==> src/rtl/stbs_pkg.sv <==
// Shared types for the sorted table binary search block.
// Holds element type, controller state codes and the controller/datapath bundles.
// No dependencies.
package stbs_pkg;

	localparam int unsigned POS_W = 6;

	typedef logic signed [31:0] elem_t;
	typedef logic [POS_W-1:0]   pos_t;

	typedef enum logic [7:0] {
		ST_IDLE   = 8'b0000_0001,
		ST_RD_I   = 8'b0000_0010,
		ST_CAP_I  = 8'b0000_0100,
		ST_CMP    = 8'b0000_1000,
		ST_WB_I   = 8'b0001_0000,
		ST_PROBE  = 8'b0010_0000,
		ST_CMPS   = 8'b0100_0000,
		ST_RESULT = 8'b1000_0000
	} stbs_state_t;

	typedef struct packed {
		logic load;
		logic search_init;
		logic rd_i;
		logic cap_i;
		logic cmp;
		logic wb_i;
		logic probe;
		logic probe_cmp;
		logic push_out;
	} stbs_cmd_t;

	typedef struct packed {
		logic sort_go;
		logic j_end;
		logic i_end;
		logic empty;
		logic hit;
	} stbs_sts_t;

endpackage

==> src/rtl/stbs_req_if.sv <==
// Request channel: one beat is a load or a search.
// Depends on stbs_pkg.
interface stbs_req_if import stbs_pkg::*; ();
	logic  valid;
	logic  ready;
	logic  mode;
	elem_t value;
	logic  last;

	modport source (output valid, output mode, output value, output last, input ready);
	modport sink (input valid, input mode, input value, input last, output ready);
endinterface

==> src/rtl/stbs_rsp_if.sv <==
// Response channel: one beat per search, found flag and position.
// Depends on stbs_pkg.
interface stbs_rsp_if import stbs_pkg::*; ();
	logic valid;
	logic ready;
	logic found;
	pos_t position;

	modport source (output valid, output found, output position, input ready);
	modport sink (input valid, input found, input position, output ready);
endinterface

==> src/rtl/stbs_datapath.sv <==
// Datapath: element memory, load/sort/search counters and the response register.
// Driven by stbs_ctrl through stbs_cmd_t, reports through stbs_sts_t.
// Depends on stbs_pkg.
module stbs_datapath import stbs_pkg::*; #(
	parameter int unsigned DEPTH = 64
) (
	input  logic      clk,
	input  logic      arst_n,
	input  stbs_cmd_t cmd,
	input  elem_t     value,
	input  logic      last,
	output stbs_sts_t sts,
	output logic      found,
	output pos_t      position
);

	localparam int unsigned AW = $clog2(DEPTH);
	localparam int unsigned CW = $clog2(DEPTH + 1);

	elem_t mem [DEPTH];
	elem_t rdata_q;

	logic [CW-1:0] lp_q, cnt_q, lo_q, hp_q;
	logic [AW-1:0] i_q, j_q, mid_q;
	elem_t         cur_q, key_q;
	logic          res_found_q, out_found_q;
	pos_t          res_pos_q, out_pos_q;

	logic          full;
	logic [CW-1:0] lp_nx;
	logic [CW:0]   sum;
	logic [AW-1:0] mid;
	logic [AW+POS_W-1:0] mid_ext;
	logic          swap, gt;
	logic          we;
	logic [AW-1:0] waddr, raddr;
	elem_t         wdata;

	assign full    = lp_q == CW'(DEPTH);
	assign lp_nx   = full ? lp_q : lp_q + CW'(1);
	assign sum     = (CW+1)'(lo_q) + (CW+1)'(hp_q) - (CW+1)'(1);
	assign mid     = sum[AW:1];
	assign mid_ext = {{POS_W{1'b0}}, mid_q};
	assign swap    = cur_q > rdata_q;
	assign gt      = rdata_q > key_q;

	assign sts.sort_go = lp_nx >= CW'(2);
	assign sts.j_end   = CW'(j_q) == cnt_q - CW'(1);
	assign sts.i_end   = CW'(i_q) + CW'(2) == cnt_q;
	assign sts.empty   = lo_q >= hp_q;
	assign sts.hit     = rdata_q == key_q;

	always_comb begin
		we    = 1'b0;
		waddr = lp_q[AW-1:0];
		wdata = value;
		raddr = i_q;
		priority if (cmd.load) begin
			we = !full;
		end else if (cmd.cmp) begin
			we    = swap;
			waddr = j_q;
			wdata = cur_q;
			raddr = j_q + AW'(1);
		end else if (cmd.wb_i) begin
			we    = 1'b1;
			waddr = i_q;
			wdata = cur_q;
		end else if (cmd.cap_i) begin
			raddr = j_q;
		end else if (cmd.probe) begin
			raddr = mid;
		end else begin
			raddr = i_q;
		end
	end

	always_ff @(posedge clk) begin
		if (we) begin
			mem[waddr] <= wdata;
		end
		rdata_q <= mem[raddr];
	end

	always_ff @(posedge clk or negedge arst_n) begin
		if (!arst_n) begin
			lp_q  <= '0;
			cnt_q <= '0;
		end else if (cmd.load) begin
			if (last) begin
				cnt_q <= lp_nx;
				lp_q  <= '0;
			end else begin
				lp_q <= lp_nx;
			end
		end
	end

	always_ff @(posedge clk) begin
		if (cmd.load && last) begin
			i_q <= '0;
		end
		if (cmd.rd_i) begin
			j_q <= i_q + AW'(1);
		end
		if (cmd.cap_i) begin
			cur_q <= rdata_q;
		end
		if (cmd.cmp) begin
			j_q <= j_q + AW'(1);
			if (swap) begin
				cur_q <= rdata_q;
			end
		end
		if (cmd.wb_i) begin
			i_q <= i_q + AW'(1);
		end
		if (cmd.search_init) begin
			key_q <= value;
			lo_q  <= '0;
			hp_q  <= cnt_q;
		end
		if (cmd.probe) begin
			mid_q       <= mid;
			res_found_q <= 1'b0;
			res_pos_q   <= '0;
		end
		if (cmd.probe_cmp) begin
			priority if (sts.hit) begin
				res_found_q <= 1'b1;
				res_pos_q   <= mid_ext[POS_W-1:0];
			end else if (gt) begin
				hp_q <= CW'(mid_q);
			end else begin
				lo_q <= CW'(mid_q) + CW'(1);
			end
		end
		if (cmd.push_out) begin
			out_found_q <= res_found_q;
			out_pos_q   <= res_pos_q;
		end
	end

	assign found    = out_found_q;
	assign position = out_pos_q;

`ifndef SYNTHESIS
	a_lp_bound: assert property (@(posedge clk) disable iff (!arst_n)
		lp_q <= CW'(DEPTH)) else $error("load position past depth");
	a_cnt_bound: assert property (@(posedge clk) disable iff (!arst_n)
		cnt_q <= CW'(DEPTH)) else $error("table size past depth");
	a_mid_in_range: assert property (@(posedge clk) disable iff (!arst_n)
		(cmd.probe && !sts.empty) |-> (CW'(mid) < hp_q && CW'(mid) >= lo_q))
		else $error("probe outside search range");
`endif

endmodule

==> src/rtl/stbs_ctrl.sv <==
// Controller: sequences loads, the exchange sort and the bisection search.
// Owns request ready and response valid; drives stbs_datapath by stbs_cmd_t.
// Depends on stbs_pkg.
module stbs_ctrl import stbs_pkg::*; (
	input  logic      clk,
	input  logic      arst_n,
	input  logic      req_valid,
	input  logic      req_mode,
	input  logic      req_last,
	output logic      req_ready,
	output logic      rsp_valid,
	input  logic      rsp_ready,
	input  stbs_sts_t sts,
	output stbs_cmd_t cmd
);

	stbs_state_t state_q, state_nx;
	logic        rsp_valid_q;
	logic        accept;

	assign req_ready = state_q == ST_IDLE;
	assign accept    = req_valid && req_ready;
	assign rsp_valid = rsp_valid_q;

	always_comb begin
		cmd      = '0;
		state_nx = state_q;
		unique case (state_q)
			ST_IDLE: begin
				if (accept) begin
					if (req_mode) begin
						cmd.search_init = 1'b1;
						state_nx        = ST_PROBE;
					end else begin
						cmd.load = 1'b1;
						if (req_last && sts.sort_go) begin
							state_nx = ST_RD_I;
						end
					end
				end
			end
			ST_RD_I: begin
				cmd.rd_i = 1'b1;
				state_nx = ST_CAP_I;
			end
			ST_CAP_I: begin
				cmd.cap_i = 1'b1;
				state_nx  = ST_CMP;
			end
			ST_CMP: begin
				cmd.cmp = 1'b1;
				if (sts.j_end) begin
					state_nx = ST_WB_I;
				end
			end
			ST_WB_I: begin
				cmd.wb_i = 1'b1;
				state_nx = sts.i_end ? ST_IDLE : ST_RD_I;
			end
			ST_PROBE: begin
				cmd.probe = 1'b1;
				state_nx  = sts.empty ? ST_RESULT : ST_CMPS;
			end
			ST_CMPS: begin
				cmd.probe_cmp = 1'b1;
				state_nx      = sts.hit ? ST_RESULT : ST_PROBE;
			end
			ST_RESULT: begin
				if (!rsp_valid_q || rsp_ready) begin
					cmd.push_out = 1'b1;
					state_nx     = ST_IDLE;
				end
			end
			default: begin
				state_nx = ST_IDLE;
			end
		endcase
	end

	always_ff @(posedge clk or negedge arst_n) begin
		if (!arst_n) begin
			state_q     <= ST_IDLE;
			rsp_valid_q <= 1'b0;
		end else begin
			state_q <= state_nx;
			if (cmd.push_out) begin
				rsp_valid_q <= 1'b1;
			end else if (rsp_ready) begin
				rsp_valid_q <= 1'b0;
			end
		end
	end

`ifndef SYNTHESIS
	a_search_starts: assert property (@(posedge clk) disable iff (!arst_n)
		(accept && req_mode) |=> (state_q == ST_PROBE)) else $error("search did not start");
	a_push_shows: assert property (@(posedge clk) disable iff (!arst_n)
		cmd.push_out |=> (rsp_valid && state_q == ST_IDLE)) else $error("result beat lost");
	a_sort_closes: assert property (@(posedge clk) disable iff (!arst_n)
		(state_q == ST_CMP && sts.j_end) |=> (state_q == ST_WB_I))
		else $error("inner sort pass did not close");
`endif

endmodule

==> src/rtl/sorted_table_binary_search.sv <==
// Top level of the sorted table binary search block.
// Instantiates stbs_ctrl and stbs_datapath; depends on stbs_pkg, stbs_req_if, stbs_rsp_if.
//
//   channel  dir  beat payload           notes
//   req      in   mode, value, last      mode 0 load, mode 1 search
//   rsp      out  found, position        one beat per search
//
// A load with last mark then sorts the n loaded elements in place with an exchange
// sort, if n is at least 2. Each search step reads the middle element of the
// range, then compares it with the key. Request ready is low while a sort or
// search runs; a waiting response beat does not stop loads. Reset clears the
// load position, table size, controller state and response valid; no memory clearing pass.
module sorted_table_binary_search import stbs_pkg::*; #(
	parameter int unsigned DEPTH = 64
) (
	input logic        clk,
	input logic        arst_n,
	stbs_req_if.sink   req,
	stbs_rsp_if.source rsp
);

	stbs_cmd_t cmd;
	stbs_sts_t sts;

	stbs_ctrl u_ctrl (
		.clk       (clk),
		.arst_n    (arst_n),
		.req_valid (req.valid),
		.req_mode  (req.mode),
		.req_last  (req.last),
		.req_ready (req.ready),
		.rsp_valid (rsp.valid),
		.rsp_ready (rsp.ready),
		.sts       (sts),
		.cmd       (cmd)
	);

	stbs_datapath #(
		.DEPTH (DEPTH)
	) u_datapath (
		.clk      (clk),
		.arst_n   (arst_n),
		.cmd      (cmd),
		.value    (req.value),
		.last     (req.last),
		.sts      (sts),
		.found    (rsp.found),
		.position (rsp.position)
	);

endmodule

==> src/flat_wrapper.sv <==
// flat-port wrapper written by rule: the top's interface ports become plain ports
module sorted_table_binary_search_flat import stbs_pkg::*;
#(
	parameter int unsigned DEPTH = 64
)
  (clk, arst_n, req_valid, req_mode, req_value, req_last, req_ready, rsp_valid, rsp_found, rsp_position, rsp_ready);
  stbs_req_if req_i ();
  stbs_rsp_if rsp_i ();
  input logic clk;
  input logic arst_n;
  input wire logic [$bits(req_i.valid)-1:0] req_valid;
  input wire logic [$bits(req_i.mode)-1:0] req_mode;
  input wire logic [$bits(req_i.value)-1:0] req_value;
  input wire logic [$bits(req_i.last)-1:0] req_last;
  output wire logic [$bits(req_i.ready)-1:0] req_ready;
  output wire logic [$bits(rsp_i.valid)-1:0] rsp_valid;
  output wire logic [$bits(rsp_i.found)-1:0] rsp_found;
  output wire logic [$bits(rsp_i.position)-1:0] rsp_position;
  input wire logic [$bits(rsp_i.ready)-1:0] rsp_ready;
  assign req_i.valid = req_valid;
  assign req_i.mode = req_mode;
  assign req_i.value = req_value;
  assign req_i.last = req_last;
  assign req_ready = req_i.ready;
  assign rsp_valid = rsp_i.valid;
  assign rsp_found = rsp_i.found;
  assign rsp_position = rsp_i.position;
  assign rsp_i.ready = rsp_ready;
  sorted_table_binary_search #(.DEPTH(DEPTH)) u_core (.clk(clk), .arst_n(arst_n), .req(req_i), .rsp(rsp_i));
endmodule
==> config.mk <==
export PLATFORM = sky130hd
export DESIGN_NAME = sorted_table_binary_search_flat
export DESIGN_NICKNAME = d
export VERILOG_FILES = /design/src/rtl/stbs_pkg.sv /design/src/rtl/stbs_req_if.sv /design/src/rtl/stbs_rsp_if.sv /design/src/rtl/stbs_datapath.sv /design/src/rtl/stbs_ctrl.sv /design/src/rtl/sorted_table_binary_search.sv /design/src/flat_wrapper.sv
export SDC_FILE = /design/constraint.sdc
export NUM_CORES = 2
export LEC_CHECK = 0
export BUFFER_PORTS_ARGS = -buffer_cell sky130_fd_sc_hd__buf_2
export CAP_MARGIN = 10
export CORE_MARGIN = 3
export CORE_UTILIZATION = 50
export DETAILED_ROUTE_END_ITERATION = 10
export PLACE_DENSITY_LB_ADDON = 0.25
export SYNTH_ARGS = -nofsm -noshare
export SYNTH_HDL_FRONTEND = slang
export SYNTH_SLANG_ARGS = --single-unit
==> constraint.sdc <==
create_clock -name clk -period 9.6 [get_ports clk]
set_clock_uncertainty 0.15 [all_clocks]
set_input_delay 0.48 -clock clk [delete_from_list [all_inputs] [get_ports clk]]
set_output_delay 0.48 -clock clk [all_outputs]
set_load 0.03 [all_outputs]
# After elaboration in Yosys (flattened, before gate mapping)
# Memory sizes are Yosys's and may differ from the RTL's. A register that Yosys moved wholly into a read port is not among the register bits.
# Index checks and enable logic that the tools add are counted.
# W data, S select, Z words.
[totals] regBits=133 ramBits=2048 mem_count=1 wordCells=117 input_bits=38 out_inout_bits=9
[memory_table] name="u_core.u_datapath.mem" words=64 width=32 read_ports=1 rd_ports_with_merged_regs=1 wr=1 line_no="stbs_datapath.sv:20" text="elem_t mem [DEPTH];"
[op_classes] n_reduce_logical=11 magnitude_cmp=4 eq_ne=16 add_sub_neg=8 muxes=62
[ops] operator="$mux W32" n=6
[ops] operator="$mux W6" n=15
[ops] operator="$mux W7" n=10
[ops] operator="$gt A32 B32 Y1" n=2
[ops] operator="$pmux W8 S8" n=1
[ops] operator="$mux W8" n=7
[ops] operator="$eq A32 B32 Y1" n=1
[ops] operator="$mux W1" n=20
[ops] operator="$sub A7 B1 Y7 const B" n=2
[ops] operator="$add A6 B1 Y6 const B" n=2
[ops] operator="$eq A8 B1 Y1 const B" n=1
[ops] operator="$eq A8 B2 Y1 const B" n=1
[ops] operator="$eq A8 B3 Y1 const B" n=1
[ops] operator="$eq A8 B4 Y1 const B" n=1
[ops] operator="$eq A8 B5 Y1 const B" n=1
[ops] operator="$eq A8 B6 Y1 const B" n=1
[ops] operator="$eq A8 B7 Y1 const B" n=1
[ops] operator="$eq A8 B8 Y1 const B" n=1
[ops] operator="$add A6 B1 Y7 const B" n=1
[ops] operator="$add A6 B2 Y7 const B" n=1
[ops] operator="$add A7 B1 Y7 const B" n=1
[ops] operator="$add A7 B7 Y7" n=1
[ops] operator="$eq A6 B7 Y1" n=1
[ops] operator="$eq A7 B7 Y1" n=1
[ops] operator="other kinds (13)" n=21

# Logic depth before layout (Yosys ltp)
[depth] word_depth=8 depth_mapped=18 mapped_depth_nobuf=15

# Modules after synthesis
# From an unflattened synthesis, not the netlist that was laid out.
[hier_totals] hier_cells=6113 area_unflattened_um2=89838.7
[modules_own_cells] mod="stbs_datapath" seq_area_each_um2=65262.6 area_each_um2=89226.8 cells_each=6049 instances=1
[modules_own_cells] mod="stbs_ctrl" seq_area_each_um2=226.5 area_each_um2=611.8 cells_each=64 instances=1

# Worst setup path after synthesis
# Ideal clock, no wire load.
[synth_path] kind="register -> register" startpoint="register u_core.u_datapath.rdata_q[31] (read register of u_core.u_datapath.mem)" endpoint="memory u_core.u_datapath.mem[17][0] (netlist bit) (enable)" path_slack_ns=3.355 synth_period_minus_slack_ns=6.245 path_stages_with_launch=14 required_ns=8.949 setup_time_ns=0.501 arrival_ns=5.594 n_path_buf=2 cell_sequence="dfxtp_1 > inv_1 > ha_1 > nand4_1 > nor2_1 > and3_1 > nand4_1 > or3_1 > a211oi_1 > nor4_1 > o31a_1 > clkbuf_1 > buf_1 > nor4_1"
[synth_via] elab_chain_len=5
[synth_lines] item="from (decl)" line_no="stbs_datapath.sv:21" text="elem_t rdata_q;"
[synth_lines] item="$gt A32 B32 Y1" line_no="stbs_datapath.sv:44" text="assign swap = cur_q > rdata_q;"
[synth_lines] item="$mux W1" line_no="stbs_datapath.sv:60" text="end else if (cmd.cmp) begin"
[synth_lines] item="$mux W1" line_no="stbs_datapath.sv:58" text="priority if (cmd.load) begin"
[synth_lines] item="$mux W1" line_no="stbs_datapath.sv:79" text="if (we) begin"
[synth_lines] item="$mux W1 (not written as such)" line_no="stbs_datapath.sv:80" text="mem[waddr] <= wdata;"
[synth_lines] item="to (decl)" line_no="stbs_datapath.sv:20"
# Every way passes these cells.

# Worst setup path after layout
[layout_path] startpoint="register u_core.u_ctrl.state_q[1]" endpoint="register u_core.u_datapath.rdata_q[4] (read register of u_core.u_datapath.mem)"
[layout_via] elab_chain_len=7 word_cells_on_any_way=17 cone_classes="5 x eq/ne; 11 x mux; 1 x reduce/logical"
[layout_lines] item="from (decl)" line_no="stbs_ctrl.sv:17" text="stbs_state_t state_q, state_nx;"
[layout_lines] item="from (signal assigned)" line_no="stbs_ctrl.sv:85" text="state_q <= state_nx;"
[layout_lines] item="$eq A8 B6 Y1" line_no="stbs_ctrl.sv:28" text="unique case (state_q)"
[layout_lines] item="$mux W1" line_no="stbs_ctrl.sv:28"
[layout_lines] item="$mux W6" line_no="stbs_datapath.sv:71" text="end else if (cmd.probe) begin"
[layout_lines] item="$mux W6" line_no="stbs_datapath.sv:69" text="end else if (cmd.cap_i) begin"
[layout_lines] item="$mux W6" line_no="stbs_datapath.sv:65" text="end else if (cmd.wb_i) begin"
[layout_lines] item="$mux W6" line_no="stbs_datapath.sv:60"
[layout_lines] item="$mux W6 *" line_no="stbs_datapath.sv:58"
# Every way passes the cells marked *; elsewhere a longest branch is shown, timed or not.
# A chain may end at the register's enable or synchronous reset.

==> flow_summary_export.csv <==
group,metric,value,unit
synthesis,synth_edf_count,2105,
sta,finalMaxSlewViolations,0,
clock_tree,post_cts_resize_count,0,
synthesis,synth_flop_cell,"edfxtp_1",
clock_tree,clockRootBuffer,"clkbuf_16",
synthesis,yosysSeqAreaShare,72.7,%
worst_setup_path,critical_path.top_delay_family,"simple AND/OR/NAND/NOR gates",
status,status,"completed",
synthesis,post-synth-top-count-cell,"edfxtp_1",
synthesis,ys_warn_count,0,
synthesis,ys_seq_elements,2213,
synthesis,synthDominantCellAreaShare,70.2,%
global_route,met2_demand_to_capacity_share_in_global_routing,44.6,%
placement,place.port_buffers,46,
clock_tree,cts.path.max_buffers,3,
global_route,global_route_wire_length_before_repair,396,mm
global_route,grt-busiest-layer,"met2",
sta,final_hold_viol_count,0,
global_route,first_global_vias,56300,
floorplan,initial_utilization,50.4,%
hold_path,hold_class,"in2reg",
routing,drt-initial-drc-count,8031,
routing,drt.antenna.violating_nets,0,
power,leakage_power_figure,35.0,nW
routing,total_length_of_routed_wires,277,mm
synthesis,syn-instance-count,6938,
worst_setup_path,setup.reg_to_reg.worst_slack,3.08,ns
synthesis,synth_commonest_cells,"2105 x edfxtp_1, 1891 x nand2_1, 793 x nand3_1",
routing,via_per_inst,6.25,
worst_setup_path,path_cells,"nor4_2 -> nand3_1 -> nand4_4 -> and2_4 -> buf_12 -> buf_4 -> nand2_1 -> a21oi_1 -> nor3_1 -> o21ai_0 -> o22ai_1 -> nor2_1",
synthesis,synth_area,90100,µm²
placement,routabilityCongestion,0.927,
worst_setup_path,crit_fanout,87,
worst_setup_path,critPathRequiredTime,10.23,ns
floorplan,dieArea,185000,µm²
synthesis,synth.top_cells.by_area,"edfxtp_1 70%, nand2_1 7.9%, nand3_1 4.4%",
routing,dr_total_vias,59600,
synthesis,ys_async_sr_fraction,1.04,%
placement,place_ws,3.33,ns
floorplan,num_io_pins,47,
synthesis,synthesis.nets,7067,
sta,layout_setup_ws,3.08,ns
synthesis,yosys.area.top_type,"edfxtp_1",
floorplan,core-area,179000,µm²
power,vdd.ir_drop.worst,0.000229,V
synthesis,synth_cell_types,87,
routing,post-route-drc-count,0,
clock_tree,clock_insertion_delay_worst_skew,0.87,ns
cells_and_area,fill_cells,14100,
worst_setup_path,worstSetupEndpoint,"u_core.u_datapath.rdata_q[4]",
flow_run,timing.max_cap.violations,0,
global_route,track_usage,29.4,%
global_route,grt_max_degree,161,
clock_tree,cts_htree_levels,4,
worst_setup_path,crit_path_start,"u_core.u_ctrl.state_q[1]",
floorplan,rows,155,
clock_tree,numCtsBuffers,217,
worst_setup_path,timing.reg2reg.worst_path_depth,12,
cells_and_area,nets,7125,
clock_tree,clk_pin_slew,0.06,ns
floorplan,horiz_die_dim,430,µm
worst_setup_path,worst_setup_path_start_kind,"flop",
routing,detail_route.first_pass.iterations,5,
clock_tree,cts.hold.buffers_added,40,
sta,slew_of_the_pin_with_the_lowest_slew_margin,1.45,ns
sta,final.setup.tns,0,ns
placement,dpl_hpwl,151,mm
global_route,antenna_found_initial,9,
cells_and_area,area_growth,12.0,%
global_route,use_met1,39.6,%
worst_setup_path,worstSetupPathType,"reg2reg",
worst_setup_path,timing.rr.end,"u_core.u_datapath.rdata_q[4]",
global_route,met3_usage,7.08,%
sta,grt_setup_unrepaired,"false",
worst_setup_path,path_buf_inv,2,
sta,post-route-period-util,67.9,%
sta,maxClockFrequency,0.153,GHz
power,power.density,283,nW/µm²
worst_setup_path,crit_path_max_incr_delay,0.85,ns
cells_and_area,final_layout_size_suffix_gt1_share,10.4,%
sta,timing.final.crit_period,6.52,ns
clock_tree,cts_tree,"built",
worst_setup_path,cp.depth,12,
sta,report.final.setup_viol,0,
global_route,grt_overflow,0,
worst_setup_path,cp_data_arrival_time,7.15,ns
worst_setup_path,worstReg2RegStart,"u_core.u_ctrl.state_q[1]",
routing,avgRoutedWirePerCell,29.0,µm
clock_tree,cts_post_setup_buffers_inserted,0,
worst_setup_path,critPathSlowestCell,"nor4_2",
floorplan,die_y,430,µm
sta,max-slew-margin-rel,3.19,%
synthesis,syn_area_per_cell,13.0,µm²
worst_setup_path,setup.worst_path.end_class,"flop",
clock_tree,clock-sinks,2213,
-- flip-flops by register name, summed over array words and instances (netlist names) --
name / count
u_core.u_ctrl.rsp_valid: 1
u_core.u_datapath.key_q: 32
u_core.u_datapath.i_q: 6
u_core.u_datapath.res_found_q: 1
u_core.u_datapath.hp_q: 7
u_core.u_datapath.rdata_q: 32
u_core.u_datapath.j_q: 6
u_core.u_datapath.found: 1
u_core.u_datapath.mid_q: 6
u_core.u_datapath.cnt_q: 7
u_core.u_datapath.mem: 2048
u_core.u_ctrl.state_q: 8
u_core.u_datapath.position: 6
u_core.u_datapath.res_pos_q: 6
u_core.u_datapath.lp_q: 7
u_core.u_datapath.lo_q: 7
u_core.u_datapath.cur_q: 32
-- area by class of cell --
cell class                      instances  area, µm²  area share (%)
Antenna cell                            6       15.0          0.0149
Multi-Input combinational cell       4197      22700            22.5
Timing Repair Buffer                  266       2140            2.12
Clock buffer                          305       6020            5.97
Clock inverter                        106       1190            1.18
Sequential cell                      2213      65500            64.9
Tap cell                             2355       2950            2.92
Inverter                              101        379           0.376
-- stage by stage --
stage | utilization [%] | hold WS (ns) | power, W | area, µm² | std cells
3_3_place_gp | 52.1 | 0.295 | 0.0198 | 93200 | 9087
2_1_floorplan | - | 0.0344 | 0.0165 | 90100 | 6938
5_1_grt | 56.4 | 0.181 | 0.0296 | 101000 | 9544
4_1_cts | 56.4 | 0.160 | 0.0285 | 101000 | 9543
3_5_place_dp | 52.1 | 0.291 | 0.0199 | 93200 | 9092
6_report | 56.4 | 0.203 | 0.0286 | 101000 | 9549
-- metal layers --
metal | up-vias | wire length [µm]
met3 | 629 | 31700
met4 | 2 | 16300
met5 | - | 7
met1 | 29800 | 105000
li1 | 25700 | -
met2 | 3481 | 123000
-- report_power, final --
part           switching, W  internal [W]  leakage [nW]
clock               0.00368       0.00491          3.52
sequential         0.000425        0.0110          19.9
combinational       0.00621       0.00229          11.6
total                0.0103        0.0182          35.0
-- worst reg2reg max path: stages, from the launching register on --
cell	delay, ns
dfrtp_1	0.46
nor4_2	0.85
nand3_1	0.68
nand4_4	0.50
and2_4	0.67
buf_12	0.47
buf_4	0.74
nand2_1	0.17
a21oi_1	0.19
nor3_1	0.08
o21ai_0	0.75
o22ai_1	0.52
nor2_1	0.21
-- placed cells by master, fill, tap and decap left out, types with 21 or more instances in the layout --
cell type and instances:
edfxtp_1 2105, nand2_1 1888, nand3_1 793, clkbuf_16 220, a21oi_1 212, buf_4 166, a31oi_1 160, and3_1 140
inv_1 100, ha_1 90, dfxtp_1 85, o21ai_0 74, mux2_2 74, a211oi_1 70, mux2i_1 67, a32oi_1 67
clkbuf_1 65, nor2_1 61, nor3_2 61, buf_2 48, dlygate4sd3_1 39, nor3_1 38, nand4_1 36, clkinv_2 36
clkinv_1 33, xnor2_1 29, a22oi_1 26, o22ai_1 26, dfrtp_1 22, a311oi_1 21, o221ai_1 21
-- logic make-up after synthesis --
| group | share of synthesized area [%] |
|---|---|
| AO/OA/AOI/OAI | 5.79 |
| XOR/XNOR | 0.408 |
| adder cells (fa/ha/maj) | 1.27 |
| buffers and inverters | 2.67 |
| flip-flops | 72.7 |
| multiplexers | 2.06 |
| AND/OR/NAND/NOR | 15.1 |
-- worst min-delay path by stage --
stage	depth (start not counted)	from	slack (ns)	endpoint
final	2	req_value[9]	0.20	u_core.u_datapath.key_q[9]
after floorplan	0	arst_n	0.03	u_core.u_ctrl.rsp_valid
after global placement	2	u_core.u_datapath.lo_q[0]	0.30	u_core.u_datapath.lo_q[0]
after detailed placement	0	u_core.u_datapath.res_found_q	0.29	u_core.u_datapath.found
after global routing	2	req_value[9]	0.18	u_core.u_datapath.key_q[9]
after CTS	2	req_value[9]	0.16	u_core.u_datapath.key_q[9]
Note: power is estimated with default switching activity, not from simulation.
